### src/design/cst_pkg.sv
`default_nettype none

package cst_pkg;

	// Token kinds as given on the kind port.
	localparam logic [4:0] K_IDENT      = 5'd0;
	localparam logic [4:0] K_TYPE       = 5'd1;
	localparam logic [4:0] K_CONST      = 5'd2;
	localparam logic [4:0] K_RETURN     = 5'd3;
	localparam logic [4:0] K_INT_LIT    = 5'd4;
	localparam logic [4:0] K_STRING     = 5'd5;
	localparam logic [4:0] K_LPAREN     = 5'd6;
	localparam logic [4:0] K_RPAREN     = 5'd7;
	localparam logic [4:0] K_LBRACE     = 5'd8;
	localparam logic [4:0] K_RBRACE     = 5'd9;
	localparam logic [4:0] K_SEMI       = 5'd10;
	localparam logic [4:0] K_ASSIGN     = 5'd11;
	localparam logic [4:0] K_COMMA      = 5'd12;
	localparam logic [4:0] K_BAD_NUM    = 5'd13;
	localparam logic [4:0] K_UNKNOWN    = 5'd14;
	localparam logic [4:0] K_UNTERM     = 5'd15;
	localparam logic [4:0] K_END        = 5'd16;

	// Characters with a meaning of their own.
	localparam logic [7:0] C_NUL    = 8'h00;
	localparam logic [7:0] C_TAB    = 8'h09;
	localparam logic [7:0] C_LF     = 8'h0A;
	localparam logic [7:0] C_SPACE  = 8'h20;
	localparam logic [7:0] C_QUOTE  = 8'h22;
	localparam logic [7:0] C_LPAREN = 8'h28;
	localparam logic [7:0] C_RPAREN = 8'h29;
	localparam logic [7:0] C_STAR   = 8'h2A;
	localparam logic [7:0] C_COMMA  = 8'h2C;
	localparam logic [7:0] C_DOT    = 8'h2E;
	localparam logic [7:0] C_SLASH  = 8'h2F;
	localparam logic [7:0] C_SEMI   = 8'h3B;
	localparam logic [7:0] C_EQUAL  = 8'h3D;
	localparam logic [7:0] C_LBRACE = 8'h7B;
	localparam logic [7:0] C_RBRACE = 8'h7D;

	// Keywords in match priority order: return, int, char*, const.
	localparam int KW_COUNT = 4;
	localparam logic [47:0] KW_TEXT [KW_COUNT] = '{"return", "int", "char*", "const"};
	localparam logic [2:0] KW_LEN [KW_COUNT] = '{3'd6, 3'd3, 3'd5, 3'd5};
	localparam logic [4:0] KW_KIND [KW_COUNT] = '{K_RETURN, K_TYPE, K_TYPE, K_CONST};

	// Depth of the result queue.
	localparam int Q_DEPTH = 4;
	localparam int Q_PTR_BITS = $clog2(Q_DEPTH);
	localparam int Q_CNT_BITS = $clog2(Q_DEPTH + 1);

	// Lexing modes, one-hot.
	typedef enum logic [5:0] {
		M_IDLE    = 6'b000001,
		M_SLASH   = 6'b000010,
		M_COMMENT = 6'b000100,
		M_IDENT   = 6'b001000,
		M_NUMBER  = 6'b010000,
		M_STRING  = 6'b100000
	} lex_mode_t;

	// One token as queued for the output channel.
	typedef struct packed {
		logic [4:0]  kind;
		logic [15:0] start;
		logic [11:0] length;
		logic        last;
	} token_t;

	// Byte idx of keyword k; only called with idx below the keyword length.
	function automatic logic [7:0] kw_char(input int k, input logic [2:0] idx);
		int sh;
		sh = 8 * (int'(KW_LEN[k]) - 1 - int'(idx));
		if (sh < 0) begin
			return C_NUL;
		end
		return KW_TEXT[k][sh +: 8];
	endfunction

	function automatic logic is_alpha(input logic [7:0] c);
		return (c >= "a" && c <= "z") || (c >= "A" && c <= "Z");
	endfunction

	function automatic logic is_digit(input logic [7:0] c);
		return c >= "0" && c <= "9";
	endfunction

	function automatic logic is_space(input logic [7:0] c);
		return c == C_SPACE || c == C_LF || c == C_TAB;
	endfunction

endpackage

`default_nettype wire

### src/design/c_subset_tokenizer.sv
// Tokenizer for a small C subset, one source byte per transfer.
// Input channel: ch_valid, ch_stall, ch. A byte of zero marks the end of
// the text; lexing then starts afresh while positions keep counting.
// Output channel: tok_valid, tok_stall, kind, start_res, length, last.
// Each byte gives zero, one or two tokens; last marks the final token
// that a byte causes.
// Throughput is one byte per cycle while the input is not stalled. A
// byte is lexed in the cycle it is transferred and its tokens enter a
// four-entry result queue; with the queue empty, the first token is
// offered in the next cycle. Two tokens from one byte leave in order.
// The input is stalled whenever the queue has fewer than two free
// entries, so a stall on the output side reaches the input once the
// queue holds more than two tokens; no token is ever dropped or repeated.
// Reset clears the queue and returns the lexer to idle at position zero.
`default_nettype none

module c_subset_tokenizer
	import cst_pkg::*;
#(
	parameter int POSITION_BITS = 16,
	parameter int LENGTH_MAX = 4095
) (
	input  wire logic        clk,
	input  wire logic        arst_n,
	input  wire logic        ch_valid,
	output logic             ch_stall,
	input  wire logic [7:0]  ch,
	output logic             tok_valid,
	input  wire logic        tok_stall,
	output logic [4:0]       kind,
	output logic [15:0]      start_res,
	output logic [11:0]      length,
	output logic             last
);

	localparam int LB = $clog2(LENGTH_MAX + 1);
	localparam int SW = (POSITION_BITS < 16) ? POSITION_BITS : 16;
	localparam int LW = (LB < 12) ? LB : 12;
	localparam logic [LB-1:0] LEN_MAX = LB'(LENGTH_MAX);

	// Lexer state.
	lex_mode_t                mode_q;
	logic [POSITION_BITS-1:0] pos_q;
	logic [POSITION_BITS-1:0] tok_start_q;
	logic [LB-1:0]            tok_len_q;
	logic [KW_COUNT-1:0]      cand_q;
	logic                     dot_q;

	// Result queue.
	token_t                   queue_q [Q_DEPTH];
	logic [Q_PTR_BITS-1:0]    wr_ptr_q;
	logic [Q_PTR_BITS-1:0]    rd_ptr_q;
	logic [Q_CNT_BITS-1:0]    count_q;

	// Next state and results of the current byte.
	lex_mode_t                mode_d;
	logic [POSITION_BITS-1:0] tok_start_d;
	logic [LB-1:0]            tok_len_d;
	logic [KW_COUNT-1:0]      cand_d;
	logic                     dot_d;
	logic                     do_idle;
	logic                     res_a_v;
	logic                     res_b_v;
	token_t                   res_a;
	token_t                   res_b;
	logic [LB-1:0]            len_grown;
	logic [KW_COUNT-1:0]      cand_match;
	logic [KW_COUNT-1:0]      cand_first;
	logic [4:0]               ident_kind;
	logic [15:0]              pos_out;
	logic [15:0]              start_out;
	logic [11:0]              len_out;
	logic [11:0]              grown_out;
	logic                     ch_xfer;
	logic                     tok_xfer;

	assign ch_xfer  = ch_valid && !ch_stall;
	assign tok_xfer = tok_valid && !tok_stall;

	// Saturating length step and the output views of position and length.
	assign len_grown = (tok_len_q < LEN_MAX) ? tok_len_q + 1'b1 : tok_len_q;
	assign pos_out   = 16'(pos_q[SW-1:0]);
	assign start_out = 16'(tok_start_q[SW-1:0]);
	assign len_out   = 12'(tok_len_q[LW-1:0]);
	assign grown_out = 12'(len_grown[LW-1:0]);

	// Keyword candidates that survive the current byte, and the first
	// candidate of exactly the open length.
	always_comb begin
		for (int k = 0; k < KW_COUNT; k++) begin
			cand_match[k] = (tok_len_q < LB'(KW_LEN[k])) && (kw_char(k, tok_len_q[2:0]) == ch);
			cand_first[k] = cand_q[k] && (tok_len_q == LB'(KW_LEN[k]));
		end
	end

	always_comb begin
		ident_kind = K_IDENT;
		for (int k = KW_COUNT - 1; k >= 0; k--) begin
			if (cand_first[k]) begin
				ident_kind = KW_KIND[k];
			end
		end
	end

	// Mode machine: the first result closes an open token, the second
	// comes from handling the byte as in idle mode.
	always_comb begin
		mode_d      = mode_q;
		tok_start_d = tok_start_q;
		tok_len_d   = tok_len_q;
		cand_d      = cand_q;
		dot_d       = dot_q;
		do_idle     = 1'b0;
		res_a_v     = 1'b0;
		res_a       = '{kind: K_IDENT, start: start_out, length: len_out, last: 1'b0};
		res_b_v     = 1'b0;
		res_b       = '{kind: K_END, start: pos_out, length: 12'd0, last: 1'b1};

		unique case (mode_q)
			M_SLASH: begin
				if (ch == C_SLASH) begin
					mode_d = M_COMMENT;
				end else begin
					do_idle = 1'b1;
				end
			end
			M_COMMENT: begin
				if (ch == C_LF) begin
					mode_d = M_IDLE;
				end else if (ch == C_NUL) begin
					do_idle = 1'b1;
				end
			end
			M_IDENT: begin
				if (is_alpha(ch) || is_digit(ch) || ch == C_STAR) begin
					cand_d    = cand_q & cand_match;
					tok_len_d = len_grown;
				end else begin
					res_a_v    = 1'b1;
					res_a.kind = ident_kind;
					do_idle    = 1'b1;
				end
			end
			M_NUMBER: begin
				if (is_digit(ch) || ch == C_DOT) begin
					tok_len_d = len_grown;
					dot_d     = dot_q || (ch == C_DOT);
				end else begin
					res_a_v    = 1'b1;
					res_a.kind = dot_q ? K_BAD_NUM : K_INT_LIT;
					do_idle    = 1'b1;
				end
			end
			M_STRING: begin
				if (ch == C_QUOTE) begin
					res_a_v      = 1'b1;
					res_a.kind   = K_STRING;
					res_a.length = grown_out;
					mode_d       = M_IDLE;
				end else if (ch == C_NUL) begin
					res_a_v    = 1'b1;
					res_a.kind = K_UNTERM;
					do_idle    = 1'b1;
				end else begin
					tok_len_d = len_grown;
				end
			end
			default: begin
				do_idle = 1'b1;
			end
		endcase

		// Handling of a byte that starts afresh.
		if (do_idle) begin
			mode_d = M_IDLE;
			if (ch == C_NUL) begin
				res_b_v = 1'b1;
			end else if (is_space(ch)) begin
				mode_d = M_IDLE;
			end else if (ch == C_SLASH) begin
				mode_d = M_SLASH;
			end else if (is_alpha(ch) || is_digit(ch) || ch == C_DOT || ch == C_QUOTE) begin
				tok_start_d = pos_q;
				tok_len_d   = LB'(1);
				cand_d      = '1;
				dot_d       = 1'b0;
				if (is_alpha(ch)) begin
					mode_d = M_IDENT;
					for (int k = 0; k < KW_COUNT; k++) begin
						cand_d[k] = (kw_char(k, 3'd0) == ch);
					end
				end else if (ch == C_QUOTE) begin
					mode_d = M_STRING;
				end else begin
					mode_d = M_NUMBER;
					dot_d  = (ch == C_DOT);
				end
			end else begin
				res_b_v      = 1'b1;
				res_b.length = 12'd1;
				case (ch)
					C_LPAREN: res_b.kind = K_LPAREN;
					C_RPAREN: res_b.kind = K_RPAREN;
					C_LBRACE: res_b.kind = K_LBRACE;
					C_RBRACE: res_b.kind = K_RBRACE;
					C_SEMI:   res_b.kind = K_SEMI;
					C_EQUAL:  res_b.kind = K_ASSIGN;
					C_COMMA:  res_b.kind = K_COMMA;
					default:  res_b.kind = K_UNKNOWN;
				endcase
			end
		end

		// Back in idle the open token is cleared, its start kept.
		if (mode_d == M_IDLE) begin
			tok_len_d = '0;
			cand_d    = '1;
			dot_d     = 1'b0;
		end

		// The first result is final when no second one follows.
		res_a.last = !res_b_v;
	end

	// Lexer state registers.
	always_ff @(posedge clk or negedge arst_n) begin
		if (!arst_n) begin
			mode_q      <= M_IDLE;
			pos_q       <= '0;
			tok_start_q <= '0;
			tok_len_q   <= '0;
			cand_q      <= '1;
			dot_q       <= 1'b0;
		end else if (ch_xfer) begin
			mode_q      <= mode_d;
			pos_q       <= pos_q + 1'b1;
			tok_start_q <= tok_start_d;
			tok_len_q   <= tok_len_d;
			cand_q      <= cand_d;
			dot_q       <= dot_d;
		end
	end

	// Queue storage: up to two tokens are written per transfer.
	always_ff @(posedge clk) begin
		if (ch_xfer) begin
			if (res_a_v) begin
				queue_q[wr_ptr_q] <= res_a;
				if (res_b_v) begin
					queue_q[wr_ptr_q + 1'b1] <= res_b;
				end
			end else if (res_b_v) begin
				queue_q[wr_ptr_q] <= res_b;
			end
		end
	end

	// Queue pointers and fill count.
	always_ff @(posedge clk or negedge arst_n) begin
		if (!arst_n) begin
			wr_ptr_q <= '0;
			rd_ptr_q <= '0;
			count_q  <= '0;
		end else begin
			wr_ptr_q <= wr_ptr_q + (ch_xfer ? Q_PTR_BITS'(res_a_v) + Q_PTR_BITS'(res_b_v)
				: Q_PTR_BITS'(0));
			rd_ptr_q <= rd_ptr_q + Q_PTR_BITS'(tok_xfer);
			count_q  <= count_q + (ch_xfer ? Q_CNT_BITS'(res_a_v) + Q_CNT_BITS'(res_b_v)
				: Q_CNT_BITS'(0)) - Q_CNT_BITS'(tok_xfer);
		end
	end

	// Stall the input unless two tokens fit.
	assign ch_stall  = count_q > Q_CNT_BITS'(Q_DEPTH - 2);
	assign tok_valid = count_q != '0;
	assign kind      = queue_q[rd_ptr_q].kind;
	assign start_res = queue_q[rd_ptr_q].start;
	assign length    = queue_q[rd_ptr_q].length;
	assign last      = queue_q[rd_ptr_q].last;

	// The queue never holds more tokens than it has entries.
	assert property (@(posedge clk) disable iff (!arst_n)
		count_q <= Q_CNT_BITS'(Q_DEPTH))
		else $error("result queue overflow");

	// In idle mode no token is open.
	assert property (@(posedge clk) disable iff (!arst_n)
		(mode_q == M_IDLE) |-> (tok_len_q == '0 && cand_q == '1 && !dot_q))
		else $error("open token state left over in idle mode");

	// An end-of-text token is always the final one of its byte and empty.
	assert property (@(posedge clk) disable iff (!arst_n)
		(tok_valid && kind == K_END) |-> (last && length == 12'd0))
		else $error("end token not final or not empty");

	// A transfer that yields two tokens keeps the input stalled next cycle
	// unless the queue was empty or a token left in that cycle.
	assert property (@(posedge clk) disable iff (!arst_n)
		(ch_xfer && res_a_v && res_b_v && count_q >= Q_CNT_BITS'(1) && !tok_xfer) |=> ch_stall)
		else $error("queue accepted input without room for two tokens");

endmodule

`default_nettype wire
### config.mk
export PLATFORM = sky130hd
export DESIGN_NAME = c_subset_tokenizer
export DESIGN_NICKNAME = d
export VERILOG_FILES = /design/src/design/cst_pkg.sv /design/src/design/c_subset_tokenizer.sv
export SDC_FILE = /design/constraint.sdc
export NUM_CORES = 1
export LEC_CHECK = 0
export ABC_CLOCK_PERIOD_IN_PS = 4900
export BUFFER_PORTS_ARGS = -buffer_cell sky130_fd_sc_hd__buf_2
export CAP_MARGIN = 10
export CORE_ASPECT_RATIO = 2
export CORE_UTILIZATION = 62
export DETAILED_ROUTE_END_ITERATION = 6
export HOLD_SLACK_MARGIN = 0.15
export PLACE_DENSITY = 0.77
export SYNTH_ARGS = -nofsm -noshare
export SYNTH_HDL_FRONTEND = slang
export SYNTH_SLANG_ARGS = --single-unit
### constraint.sdc
create_clock -name clk -period 4.9 [get_ports clk]
set_clock_uncertainty 0.1 [all_clocks]
set_input_delay 0.245 -clock clk [delete_from_list [all_inputs] [get_ports clk]]
set_output_delay 0.245 -clock clk [all_outputs]
set_load 0.005 [all_outputs]
Word level (Yosys, flattened, before mapping)
Memories as Yosys holds them, arrays and structs flattened.
Index checks and enable logic that the tools add are counted.
Widths: inputs -> output; s select.
{"block": "word_totals", "regBits": 62, "ram_bits": 136, "inputBits": 12, "output_inout_bits": 36, "word_cells": 205, "mem_count": 1}
{"memory": "queue_q", "depth": 4, "word_bits": 34, "rd": 1, "rd_ports_with_merged_regs": 0, "wr": 2, "line_no": "c_subset_tokenizer.sv:50", "text": "token_t queue_q [Q_DEPTH];"}
{"block": "classes", "n_addsub": 12, "order_cmp": 14, "eq_ne": 30, "n_shift": 4, "muxes": 102, "n_bitwise": 5, "reduce_logical": 28}
{"op": "$shiftx 48x7->8 const A", "count": 4}
{"op": "$mux 12", "count": 13}
{"op": "$eq 8x6->1 const B", "count": 10}
{"op": "$mux 6", "count": 10}
{"op": "$mux 8", "count": 7}
{"op": "$mux 4", "count": 13}
{"op": "$mux 5", "count": 9}
{"op": "$mux 1", "count": 40}
{"op": "$pmux 12 s3", "count": 1}
{"op": "$mux 34", "count": 1}
{"op": "$eq 8x8->1", "count": 4}
{"op": "$pmux 4 s7", "count": 1}
{"op": "$eq 12x3->1 const B", "count": 2}
{"op": "$eq 7x8->1 const A", "count": 3}
{"op": "$lt 12x3->1 const B", "count": 2}
{"op": "$lt 7x1->1 const B", "count": 3}
{"op": "$pmux 6 s3", "count": 1}
{"op": "$add 16x1->16 const B", "count": 1}
{"op": "$eq 8x4->1 const B", "count": 2}
{"op": "$eq 8x7->1 const B", "count": 2}
{"op": "$ge 8x7->1 const B", "count": 2}
{"op": "$le 8x7->1 const B", "count": 2}
{"op": "$pmux 5 s3", "count": 1}
{"op": "$logic_and 1x1->1", "count": 13}
{"op": "other kinds (32)", "count": 48}

Logic depth before layout (Yosys ltp)
Gate-level depths: netlist (run 1).
{"block": "logic_depth", "word_depth": 16, "mapped_depth": 15, "mapped_depth_nobuf": 14}

Worst setup path after synthesis (run 1)
No wires, ideal clock.
{"block": "synth_timing", "kind": "reg2reg", "from": "register mode_q[3]", "to": "memory queue_q[3][13] (netlist name), enable pin", "setup_time_ns": 0.411, "arrival_time_ns": 3.363, "t_required_ns": 4.389, "path_slack_ns": 1.026, "stages_incl_launch_ff": 12, "n_path_buf": 2, "period_less_slack_ns": 3.874, "cell_sequence": "dfrtp_1 > clkbuf_1 > nor4b_2 > nand2_1 > or4_1 > nand3_1 > inv_1 > ha_1 > o41a_2 > nand3_1 > buf_2 > nand2_1"}
{"item": "start: declaration", "line_no": "c_subset_tokenizer.sv:42", "text": "lex_mode_t mode_q;"}
{"item": "start signal: assignment", "line_no": "c_subset_tokenizer.sv:235", "text": "mode_q <= mode_d;"}
{"item": "end: declaration", "line_no": "c_subset_tokenizer.sv:50"}

==> results, run 1 <==
- The flow ran to the end, and the final reports show no timing, DRC or antenna violations.
- The number of antenna violations at the first check in global routing is 0.
- In this run the worst path has a maximum fanout of 16.
- The area fraction in compound gates after synthesis is 0.176.
- The CTS H-tree depth is 4.
- For this run, the slowest stage of the critical path takes 620 ps.
- In the routed layout, each cell is associated on average with a via count of 7.02.
- The reported leakage power is 0.00442 µW.
- The largest area contributor in the synthesized netlist is sky130_fd_sc_hd__edfxtp_1.
- The clock edge transition at the registers on the reported setup and hold paths is 70 ps.
- The routed wire length is 29100 µm.
- The slew at the pin closest to its max-slew limit is about 900 ps.
- The clock net in this run drives a total of 198 sinks.
- The signal on the critical path passes through or4_4 -> nor3b_1 -> a221oi_2 -> a41oi_2 -> and2_1 -> ha_1 -> and3_1 -> nand2_1 -> o21ai_1 -> and2_1 -> a32o_1.
- After global routing the overflow that remains totals 0.
- Hold is met by roughly 180 ps.
- TritonCTS built the clock tree.
- Derived from the worst setup path, the maximum achievable clock frequency is 234 MHz.
- The worst-skew pair later-pin latency is between 400 and 500 ps.
- In this run, placement finished with an instance count of 1207.
- The starting density of the core is 0.634.
- Setup repair after global routing left no endpoint under its margin.
- The HPWL after detailed placement is ~20000 µm.
- The basic-gate share of the synthesized area counting and, or, nand and nor cells is 0.162.
- The critical path class is flop to flop.
- Among cell families on the critical path, the largest total delay comes from simple AND/OR/NAND/NOR gates.
- For this design, the slowest cell found on the critical path is sky130_fd_sc_hd__and2_1.
- The number of inserted filler cells in the final layout is 1317.
- The total negative slack for setup checks is 0 ps.
- The share of synthesized area in the top cell type comes to 0.243.
- The growth of design area from synthesis to finish is 8.27%.
- The mean post-synth cell area is 10.7 µm².
- The mux contribution to synthesized area is 0.0900.
- After detailed routing, the number of remaining DRC violations is 0.
- The final period utilization is 0.871.
- Of the total synthesized cell area, the portion taken by full adders, half adders and majority gates is 0.0214.
- The number of global-route vias before repair is ~8.6k.
- 0 antenna diodes ended up in the layout.
- The number of buffers added by the clock tree synthesis step is 17.
- Setup violations remaining at the end of the flow were counted as 0.
- The mapped cell area is 0.0109 mm².
- The detail route stage leaves a number of antenna-violating nets equal to 0.
- At the end of the flow, the number of nets in the layout was ~1.0k.
- The post-synthesis net count is 1047.
- Measured along the y axis, the die boundary spans 189 µm.
- The worst hold path class is primary input to flop.
- The detailed-routing iteration count for the pre-antenna-repair pass is 6.
- STA classifies the critical path startpoint as a flop.
- After floorplanning, the core was divided into 68 placement rows.
- The number of register bits inferred by synthesis is slightly below 200.
- STA classifies the critical path endpoint as a flop.
- Among the stages of the critical path, the cell type that occurs most often is sky130_fd_sc_hd__and2_1.
- The synthesized netlist contains 87 unique library cells.
- The maximum number of pins on one net before global-route repair is 63.
- At the end of routability-driven placement, the weighted congestion stood at slightly below 1.
- The quantity of I/O buffers inserted on ports is 47.
- The register area is 0.00516 mm².
- The number of violations of the max-capacitance limit is 0.
- The count of synthesis-stage warnings from yosys is 0.
- The share of layout cells above drive strength 1 is 0.183.
- In the final routed layout, each cell accounts on average for 23.5 µm.
- For this run, the register share of the synthesized area comes to 0.474.
- The count of cells in the finished layout, fillers not included, comes to 1241.
- The total die area is 0.0181 mm².
- After synthesis, the largest family of logic cells by area is compound AO/OA/AOI/OAI gates.
- Of all flip-flops after synthesis, the portion carrying an async set or reset was 0.313.
- The minimum clock period is about 4300 ps.
- Summing all multi-input logic gate instances after layout gives 0.00527 mm².
- The number of DRC violations after detailed-routing iteration 0 is between 800 and 900.
- STA puts the critical path data arrival time at 4480 ps.
- The post-synthesis xor/xnor area fraction is 0.0354.
- For this run, the leading register cell type out of synthesis is sky130_fd_sc_hd__edfxtp_1.
- Data on the critical path is required at its endpoint by just over 5000 ps.
- The instance count of the mapped netlist is 1017.
- The maximum ir drop on the vdd rail is slightly below 0.3 mV.
- By area the synthesized netlist is led by sky130_fd_sc_hd__edfxtp_1 24%, sky130_fd_sc_hd__dfrtp_1 13%, sky130_fd_sc_hd__dfxtp_1 8.8%, sky130_fd_sc_hd__mux4_2 7.0%, sky130_fd_sc_hd__a32o_1 4.5%.
- The number of pins with negative max-slew slack in the final report came to 0.
- The number of vias in the routed layout is 8709.
- 48 I/O pins were placed.
- Across every metal layer, demand over resource in global routing totals 0.339.
- Counting flops with a built-in enable in the synthesized netlist gives 88.
- The floorplan step defined a core boundary enclosing approximately 0.017 mm².
- The floorplan step set the die width to 95.7 µm.
- The hold violation total from the final report is 0.
- The maximum buffer depth of the clock tree is 2.
- The first global-routing pass estimated 45300 µm of wire.
- The worst-case headroom to the max-slew limit is 0.398.
- The root buffer cell is sky130_fd_sc_hd__clkbuf_16.
- Together, buffers and inverters on the worst path number 0.
- The cell area power density is 450 mW/mm².
layout by cell type (no fill, tap or decap), types with 17 or more instances in the layout:
cell / n
sky130_fd_sc_hd__ha_1: 17
sky130_fd_sc_hd__xnor2_1: 27
sky130_fd_sc_hd__o21ai_0: 55
sky130_fd_sc_hd__nand3_1: 62
sky130_fd_sc_hd__nand2_1: 104
sky130_fd_sc_hd__a22o_1: 17
sky130_fd_sc_hd__edfxtp_1: 88
sky130_fd_sc_hd__buf_2: 47
sky130_fd_sc_hd__buf_4: 27
sky130_fd_sc_hd__o22ai_1: 22
sky130_fd_sc_hd__dfxtp_1: 48
sky130_fd_sc_hd__mux4_2: 34
sky130_fd_sc_hd__a21oi_1: 40
sky130_fd_sc_hd__mux2_2: 17
sky130_fd_sc_hd__xor2_1: 17
sky130_fd_sc_hd__clkbuf_16: 17
sky130_fd_sc_hd__a32o_1: 49
sky130_fd_sc_hd__nor2_1: 46
sky130_fd_sc_hd__dfrtp_1: 56
through the flow:
stage	util	worst slack (ps)	total power, µW	cell area, µm²
finish	0.686	632	5300	11800
global route	0.686	370	5540	11800
CTS	0.686	657	5290	11800
detailed placement	0.651	644	3910	11200
global placement	0.651	746	3870	11200
floorplan	-	1030	3380	10900
synth_stat cells (7+ instances only):
master,n
sky130_fd_sc_hd__and2_1,7
sky130_fd_sc_hd__o21ai_0,55
sky130_fd_sc_hd__a31oi_1,9
sky130_fd_sc_hd__a32o_1,49
sky130_fd_sc_hd__dfrtp_1,57
sky130_fd_sc_hd__xor2_1,17
sky130_fd_sc_hd__and3_1,13
sky130_fd_sc_hd__or3_1,7
sky130_fd_sc_hd__clkbuf_1,54
sky130_fd_sc_hd__o31ai_1,10
sky130_fd_sc_hd__nand4_1,12
sky130_fd_sc_hd__a21oi_1,40
sky130_fd_sc_hd__buf_1,15
sky130_fd_sc_hd__nand3_1,62
sky130_fd_sc_hd__edfxtp_1,88
sky130_fd_sc_hd__mux2_2,17
sky130_fd_sc_hd__nor2_1,46
sky130_fd_sc_hd__ha_1,17
sky130_fd_sc_hd__o22ai_1,22
sky130_fd_sc_hd__nand2_1,105
sky130_fd_sc_hd__a22o_1,17
sky130_fd_sc_hd__nor2b_1,14
sky130_fd_sc_hd__dfxtp_1,48
sky130_fd_sc_hd__nor4_1,10
sky130_fd_sc_hd__inv_1,13
sky130_fd_sc_hd__nor3_1,14
sky130_fd_sc_hd__buf_2,21
sky130_fd_sc_hd__xnor2_1,27
sky130_fd_sc_hd__mux4_2,34
worst min-delay path: cells and delay by family:
kind	cells	cell delay, ps
and+or+nand+nor	1	150
buffers and inverters	1	190
AOI/OAI and AO/OA	1	130
cell type report:
class,instances,share of cell area
Timing Repair Buffer,76,0.0388
Sequential cell,198,0.438
Multi-Input combinational cell,710,0.447
Clock buffer,19,0.0367
Clock inverter,13,0.0123
Tap cell,210,0.0223
Inverter,15,0.00478
power breakdown:
part,internal [µW],total (µW),switching [µW]
sequential,1940,2190,252
combinational,701,1700,998
clock,760,1410,648
total,3400,5300,1900
layer usage:
layer,vias to the layer above,track usage,part of all wire
li1,3900,-,-
met1,4250,0.338,0.34
met2,422,0.614,0.55
met3,137,0.0526,0.049
met4,0,0.241,0.066
met5,-,0,0
timing repair:
action	in CTS	in global routing
hold buffers	2	0
setup buffers	0	0
resized for setup	0	0
hold endpoints to repair	58	0
worst paths after layout:
path	slack, ps	endpoint	start	cells after the start
max	630	queue_q[3][28]$_DFFE_PP_	mode_q[4]$_DFFE_PN0P_	11
min	180	cand_q[0]$_DFFE_PN1P_	ch[5]	3
max reg2reg	630	queue_q[3][28]$_DFFE_PP_	mode_q[4]$_DFFE_PN0P_	11
min reg2reg	360	queue_q[3][11]$_SDFFE_PP0N_	queue_q[3][11]$_SDFFE_PP0N_	2
max in group asynchronous	3610	rd_ptr_q[0]$_DFF_PN0_	arst_n	3
min in group asynchronous	440	pos_out[12]$_DFFE_PN0P_	arst_n	3
state kept, by name, summed over array words and instances, names as in the netlist:
name       count
cand_q         4
len_out       12
rd_ptr_q       2
dot_q          1
start_out     16
queue_q      136
count_q        3
wr_ptr_q       2
pos_out       16
mode_q         6
logic make-up (layout without fill, tap and decap cells):
kind of cell	after synthesis	in the layout
AO/OA/AOI/OAI	261	261
flip-flops	198	198
XOR/XNOR	44	44
multiplexers	52	52
AND/OR/NAND/NOR	335	335
adder cells (fa/ha/maj)	18	18
buffers and inverters	109	123
(Power assumes the default switching activity.)
==> run 2, diff against run 1 <==
--- a/config.mk
+++ b/config.mk
@@ -5,14 +5,14 @@
 export SDC_FILE = /design/constraint.sdc
 export NUM_CORES = 1
 export LEC_CHECK = 0
-export ABC_CLOCK_PERIOD_IN_PS = 4900
+export ABC_CLOCK_PERIOD_IN_PS = 5200
 export BUFFER_PORTS_ARGS = -buffer_cell sky130_fd_sc_hd__buf_2
 export CAP_MARGIN = 10
 export CORE_ASPECT_RATIO = 2
-export CORE_UTILIZATION = 62
+export CORE_UTILIZATION = 64
 export DETAILED_ROUTE_END_ITERATION = 6
 export HOLD_SLACK_MARGIN = 0.15
-export PLACE_DENSITY = 0.77
+export PLACE_DENSITY = 0.79
 export SYNTH_ARGS = -nofsm -noshare
 export SYNTH_HDL_FRONTEND = slang
 export SYNTH_SLANG_ARGS = --single-unit
==> constraint.sdc (replaced) <==
create_clock -name clk -period 5.2 [get_ports clk]
set_clock_uncertainty 0.1 [all_clocks]
set_input_delay 0.26 -clock clk [delete_from_list [all_inputs] [get_ports clk]]
set_output_delay 0.26 -clock clk [all_outputs]
set_load 0.005 [all_outputs]
==> run 2 against run 1 <==
Utilization grew 1.9 points; sequential power shrank 8%; maximum frequency shrank 1.7%; cell area shrank 0.31%; critical path type unchanged.
==> results, run 2 (synthesized netlist as in run 1, its figures left out) <==
- The worst hold path class is primary input to flop (unchanged).
- The count of instances resized after the clock tree is built was 0 (unchanged).
- The routed wirelength normalized by instance count was 23.7 µm (was 23.5 µm).
- The number of pins with negative max-slew slack in the final report is 0 (unchanged).
- The detailed-routing iteration count for the pre-antenna-repair pass is 5 (was 6).
- The most used cell along the critical path is sky130_fd_sc_hd__and2_1 (unchanged).
- The worst-skew pair later-pin latency was 430 ps (was 440 ps).
- The most common cell after layout, fill and taps aside is sky130_fd_sc_hd__nand2_1 (unchanged).
- The total congestion overflow after global routing is 0 (unchanged).
- The final cell count without fillers is 1233 (was 1241).
- The cell count after placement is 1200 (was 1207).
- The number of stages on the worst setup path is 11 (unchanged).
- The horizontal die dimension is 94.2 µm (was 95.7 µm).
- The routed wire length was 29200 µm (was 29100 µm).
- Outcome: finished clean (unchanged).
- The number of inserted filler cells in the final layout is 1206 (was 1317).
- The sum of met3 wire segment lengths after detailed routing is 1670 µm (was 1440 µm).
- The total clock sinks is 198 (unchanged).
- The number of setup violations in the final report is 0 (unchanged).
- The clock tree from TritonCTS is done (unchanged).
- The number of buffers added by the clock tree synthesis step is 17 (unchanged).
- The clock edge transition at the registers on the reported setup and hold paths is 70 ps (about the same).
- The number of antenna violations at the first check in global routing is 0 (unchanged).
- The number of nets still failing antenna checks after routing is 0 (unchanged).
- Most frequent cells in the layout: 104 x sky130_fd_sc_hd__nand2_1, 88 x sky130_fd_sc_hd__edfxtp_1, 62 x sky130_fd_sc_hd__nand3_1, 56 x sky130_fd_sc_hd__dfrtp_1, 55 x sky130_fd_sc_hd__o21ai_0 (unchanged).
- The quantity of I/O buffers inserted on ports is 47 (unchanged).
- The number of DRC violations after detailed-routing iteration 0 is 750 (was 813).
- The number of global-route vias before repair came to 8751 (was 8645).
- The reported leakage power is 0.00441 µW (was 0.00442 µW).
- The startpoint of the lowest-slack register-to-register path was mode_q[4]$_DFFE_PN0P_ (unchanged).
- Cell breakdown of the critical path: or4_4 -> nor3b_1 -> a221oi_2 -> a41oi_2 -> and2_1 -> ha_1 -> and3_1 -> nand2_1 -> o21ai_1 -> and2_1 -> a32o_1 (unchanged).
- The number of buffers and inverters on the critical path is 0 (unchanged).
- The total die area was 0.0176 mm² (was 0.0181 mm²).
- The worst path required time was 5390 ps (was 5110 ps).
- The final net count was 1043 (was 1048).
- The weighted congestion reported at the end of routability-driven placement is 0.966 (was 0.974).
- The maximum buffer depth of the clock tree is 2 (unchanged).
- Setup repair after global routing missed its margin: false (unchanged).
- The wire length of the first global-routing pass is 45600 µm (was 45300 µm).
- The worst reg-to-reg path cell count is 11 (unchanged).
- The slowest library cell on the worst path is sky130_fd_sc_hd__and2_1 (unchanged).
- The maximum ir drop on the vdd rail is 0.297 mV (was 0.291 mV).
- The root buffer cell is sky130_fd_sc_hd__clkbuf_16 (unchanged).
- The hold violation total from the final report came to 0 (unchanged).
- The worst hold margin is 154 ps (was 177 ps).
- The flip-flop count of the largest register after layout is 136 (unchanged).
- The most flop-heavy register is queue_q (unchanged).
- The worst-case headroom to the max-slew limit is 0.328 (was 0.398).
- The total core area is 0.0167 mm² (was 0.0172 mm²).
- The minimum clock period is 4340 ps (was 4270 ps).
- The number of violations of the max-capacitance limit came to 0 (unchanged).
- The number of vias in the routed layout came to 8734 (was 8709).
- The count of pins on the block boundary was 48 (unchanged).
- The reg2reg setup slack is 860 ps (was 630 ps).
- The capturing element type of the critical path was a flop (unchanged).
- The maximum number of pins on one net before global-route repair is 63 (unchanged).
- The final period utilization came to 0.835 (was 0.871).
- The HPWL after detailed placement is 20300 µm (was 20500 µm).
- The total non-filler cell area in the finished layout is 0.0118 mm² (about the same).
- The cell area power density is 423 mW/mm² (was 450 mW/mm²).
- The row count is 67 (was 68).
- The maximum clock frequency was 230 MHz (was 234 MHz).
- The number of buffers added for setup after CTS is 0 (unchanged).
- The growth of design area from synthesis to finish is 7.94% (was 8.27%).
- The delay of the slowest cell on the worst path was 660 ps (was 620 ps).
- The total negative slack for setup checks is 0 ps (unchanged).
- The number of hold buffers added after cts came to 1 (was 2).
- The kind of cell adding the most delay to the critical path was simple AND/OR/NAND/NOR gates (unchanged).
- The post-detailed-route DRC marker count is 0 (unchanged).
- The endpoint of the most critical setup path was queue_q[3][16]$_DFFE_PP_ (was queue_q[3][28]$_DFFE_PP_).
- The startpoint type of the worst setup path is a flop (unchanged).
- The combined global-route utilization of all metal layers is 0.348 (was 0.339).
- The first element of the critical path is mode_q[4]$_DFFE_PN0P_ (unchanged).
- The number of antenna diodes is 0 (unchanged).
- The starting density of the core was 0.653 (was 0.634).
- The share of layout cells above drive strength 1 is 0.183 (about the same).
- The detailed route wirelength on metal2 is 16100 µm (was 16000 µm).
- The post-detailed-placement cell area was 0.0112 mm² (about the same).
- The highest fanout seen on the critical path is 16 (unchanged).
- The post-detailed-route via-to-cell ratio is 7.08 (was 7.02).
- The endpoint of the worst register-to-register path is queue_q[3][16]$_DFFE_PP_ (was queue_q[3][28]$_DFFE_PP_).
- The routed metal-1 wire length came to 9430 µm (was 9810 µm).
- The critical path class is flop to flop (unchanged).
- The uppermost metal layer occupied by signal nets is met4 (unchanged).
- The slew at the pin closest to its max-slew limit is 1000 ps (was 896 ps).
- The vertical extent of the die is 186 µm (was 189 µm).
- The arrival time at the worst endpoint is 4530 ps (was 4480 ps).
- The CTS H-tree depth is 4 (unchanged).
-- run 2: final cells by class --
| type | count | area (µm²) | area share |
|---|---|---|---|
| multi-input cells | 710 | 5270 | 0.449 |
| clock inverters | 7 | 55.1 | 0.00468 |
| inverters | 15 | 56.3 | 0.00479 |
| clock buffers | 25 | 531 | 0.0451 |
| flip-flops and latches | 198 | 5160 | 0.439 |
| well taps | 207 | 259 | 0.0220 |
| repair buffers | 71 | 418 | 0.0356 |
-- run 2: report_power, final --
part           internal, µW  switching (µW)  total, µW
Clock                   717             580       1300
Combinational           656            1000       1660
Sequential             1830             190       2020
Total                  3200            1770       4980
-- run 2: metrics by stage --
step | total power [µW] | utilization | setup slack (ps)
finish | 4980 | 0.704 | 858
global route | 5190 | 0.704 | 662
CTS | 4960 | 0.704 | 931
detailed placement | 3690 | 0.669 | 942
global placement | 3650 | 0.669 | 1060
floorplan | 3180 | - | 1330
-- run 2: how the worst min path moves through the flow --
stage | cells after the start | slack, ps | from | end
global route | 3 | 160 | tok_stall | rd_ptr_q[0]$_DFF_PN0_
floorplan | 0 | -140 | arst_n | count_q[0]$_DFF_PN0_
global placement | 2 | 340 | queue_q[2][9]$_SDFFE_PP0N_ | queue_q[2][9]$_SDFFE_PP0N_
detailed placement | 2 | 350 | queue_q[2][9]$_SDFFE_PP0N_ | queue_q[2][9]$_SDFFE_PP0N_
finish | 3 | 150 | tok_stall | rd_ptr_q[0]$_DFF_PN0_
CTS | 3 | 150 | tok_stall | rd_ptr_q[0]$_DFF_PN0_
-- run 2: per-layer routing --
layer / vias to the layer above / GRT usage
met5: - / 0
met1: 4238 / 0.354
met4: 0 / 0.250
li1: 3893 / -
met2: 464 / 0.626
met3: 139 / 0.0465
-- run 2: worst reg2reg max path: stages, from the launching register on --
cell and delay (ps):
sky130_fd_sc_hd__dfrtp_1 470, sky130_fd_sc_hd__or4_4 590, sky130_fd_sc_hd__nor3b_1 380, sky130_fd_sc_hd__a221oi_2 130, sky130_fd_sc_hd__a41oi_2 290, sky130_fd_sc_hd__and2_1 210, sky130_fd_sc_hd__ha_1 310, sky130_fd_sc_hd__and3_1 520
sky130_fd_sc_hd__nand2_1 140, sky130_fd_sc_hd__o21ai_1 170, sky130_fd_sc_hd__and2_1 660, sky130_fd_sc_hd__a32o_1 230
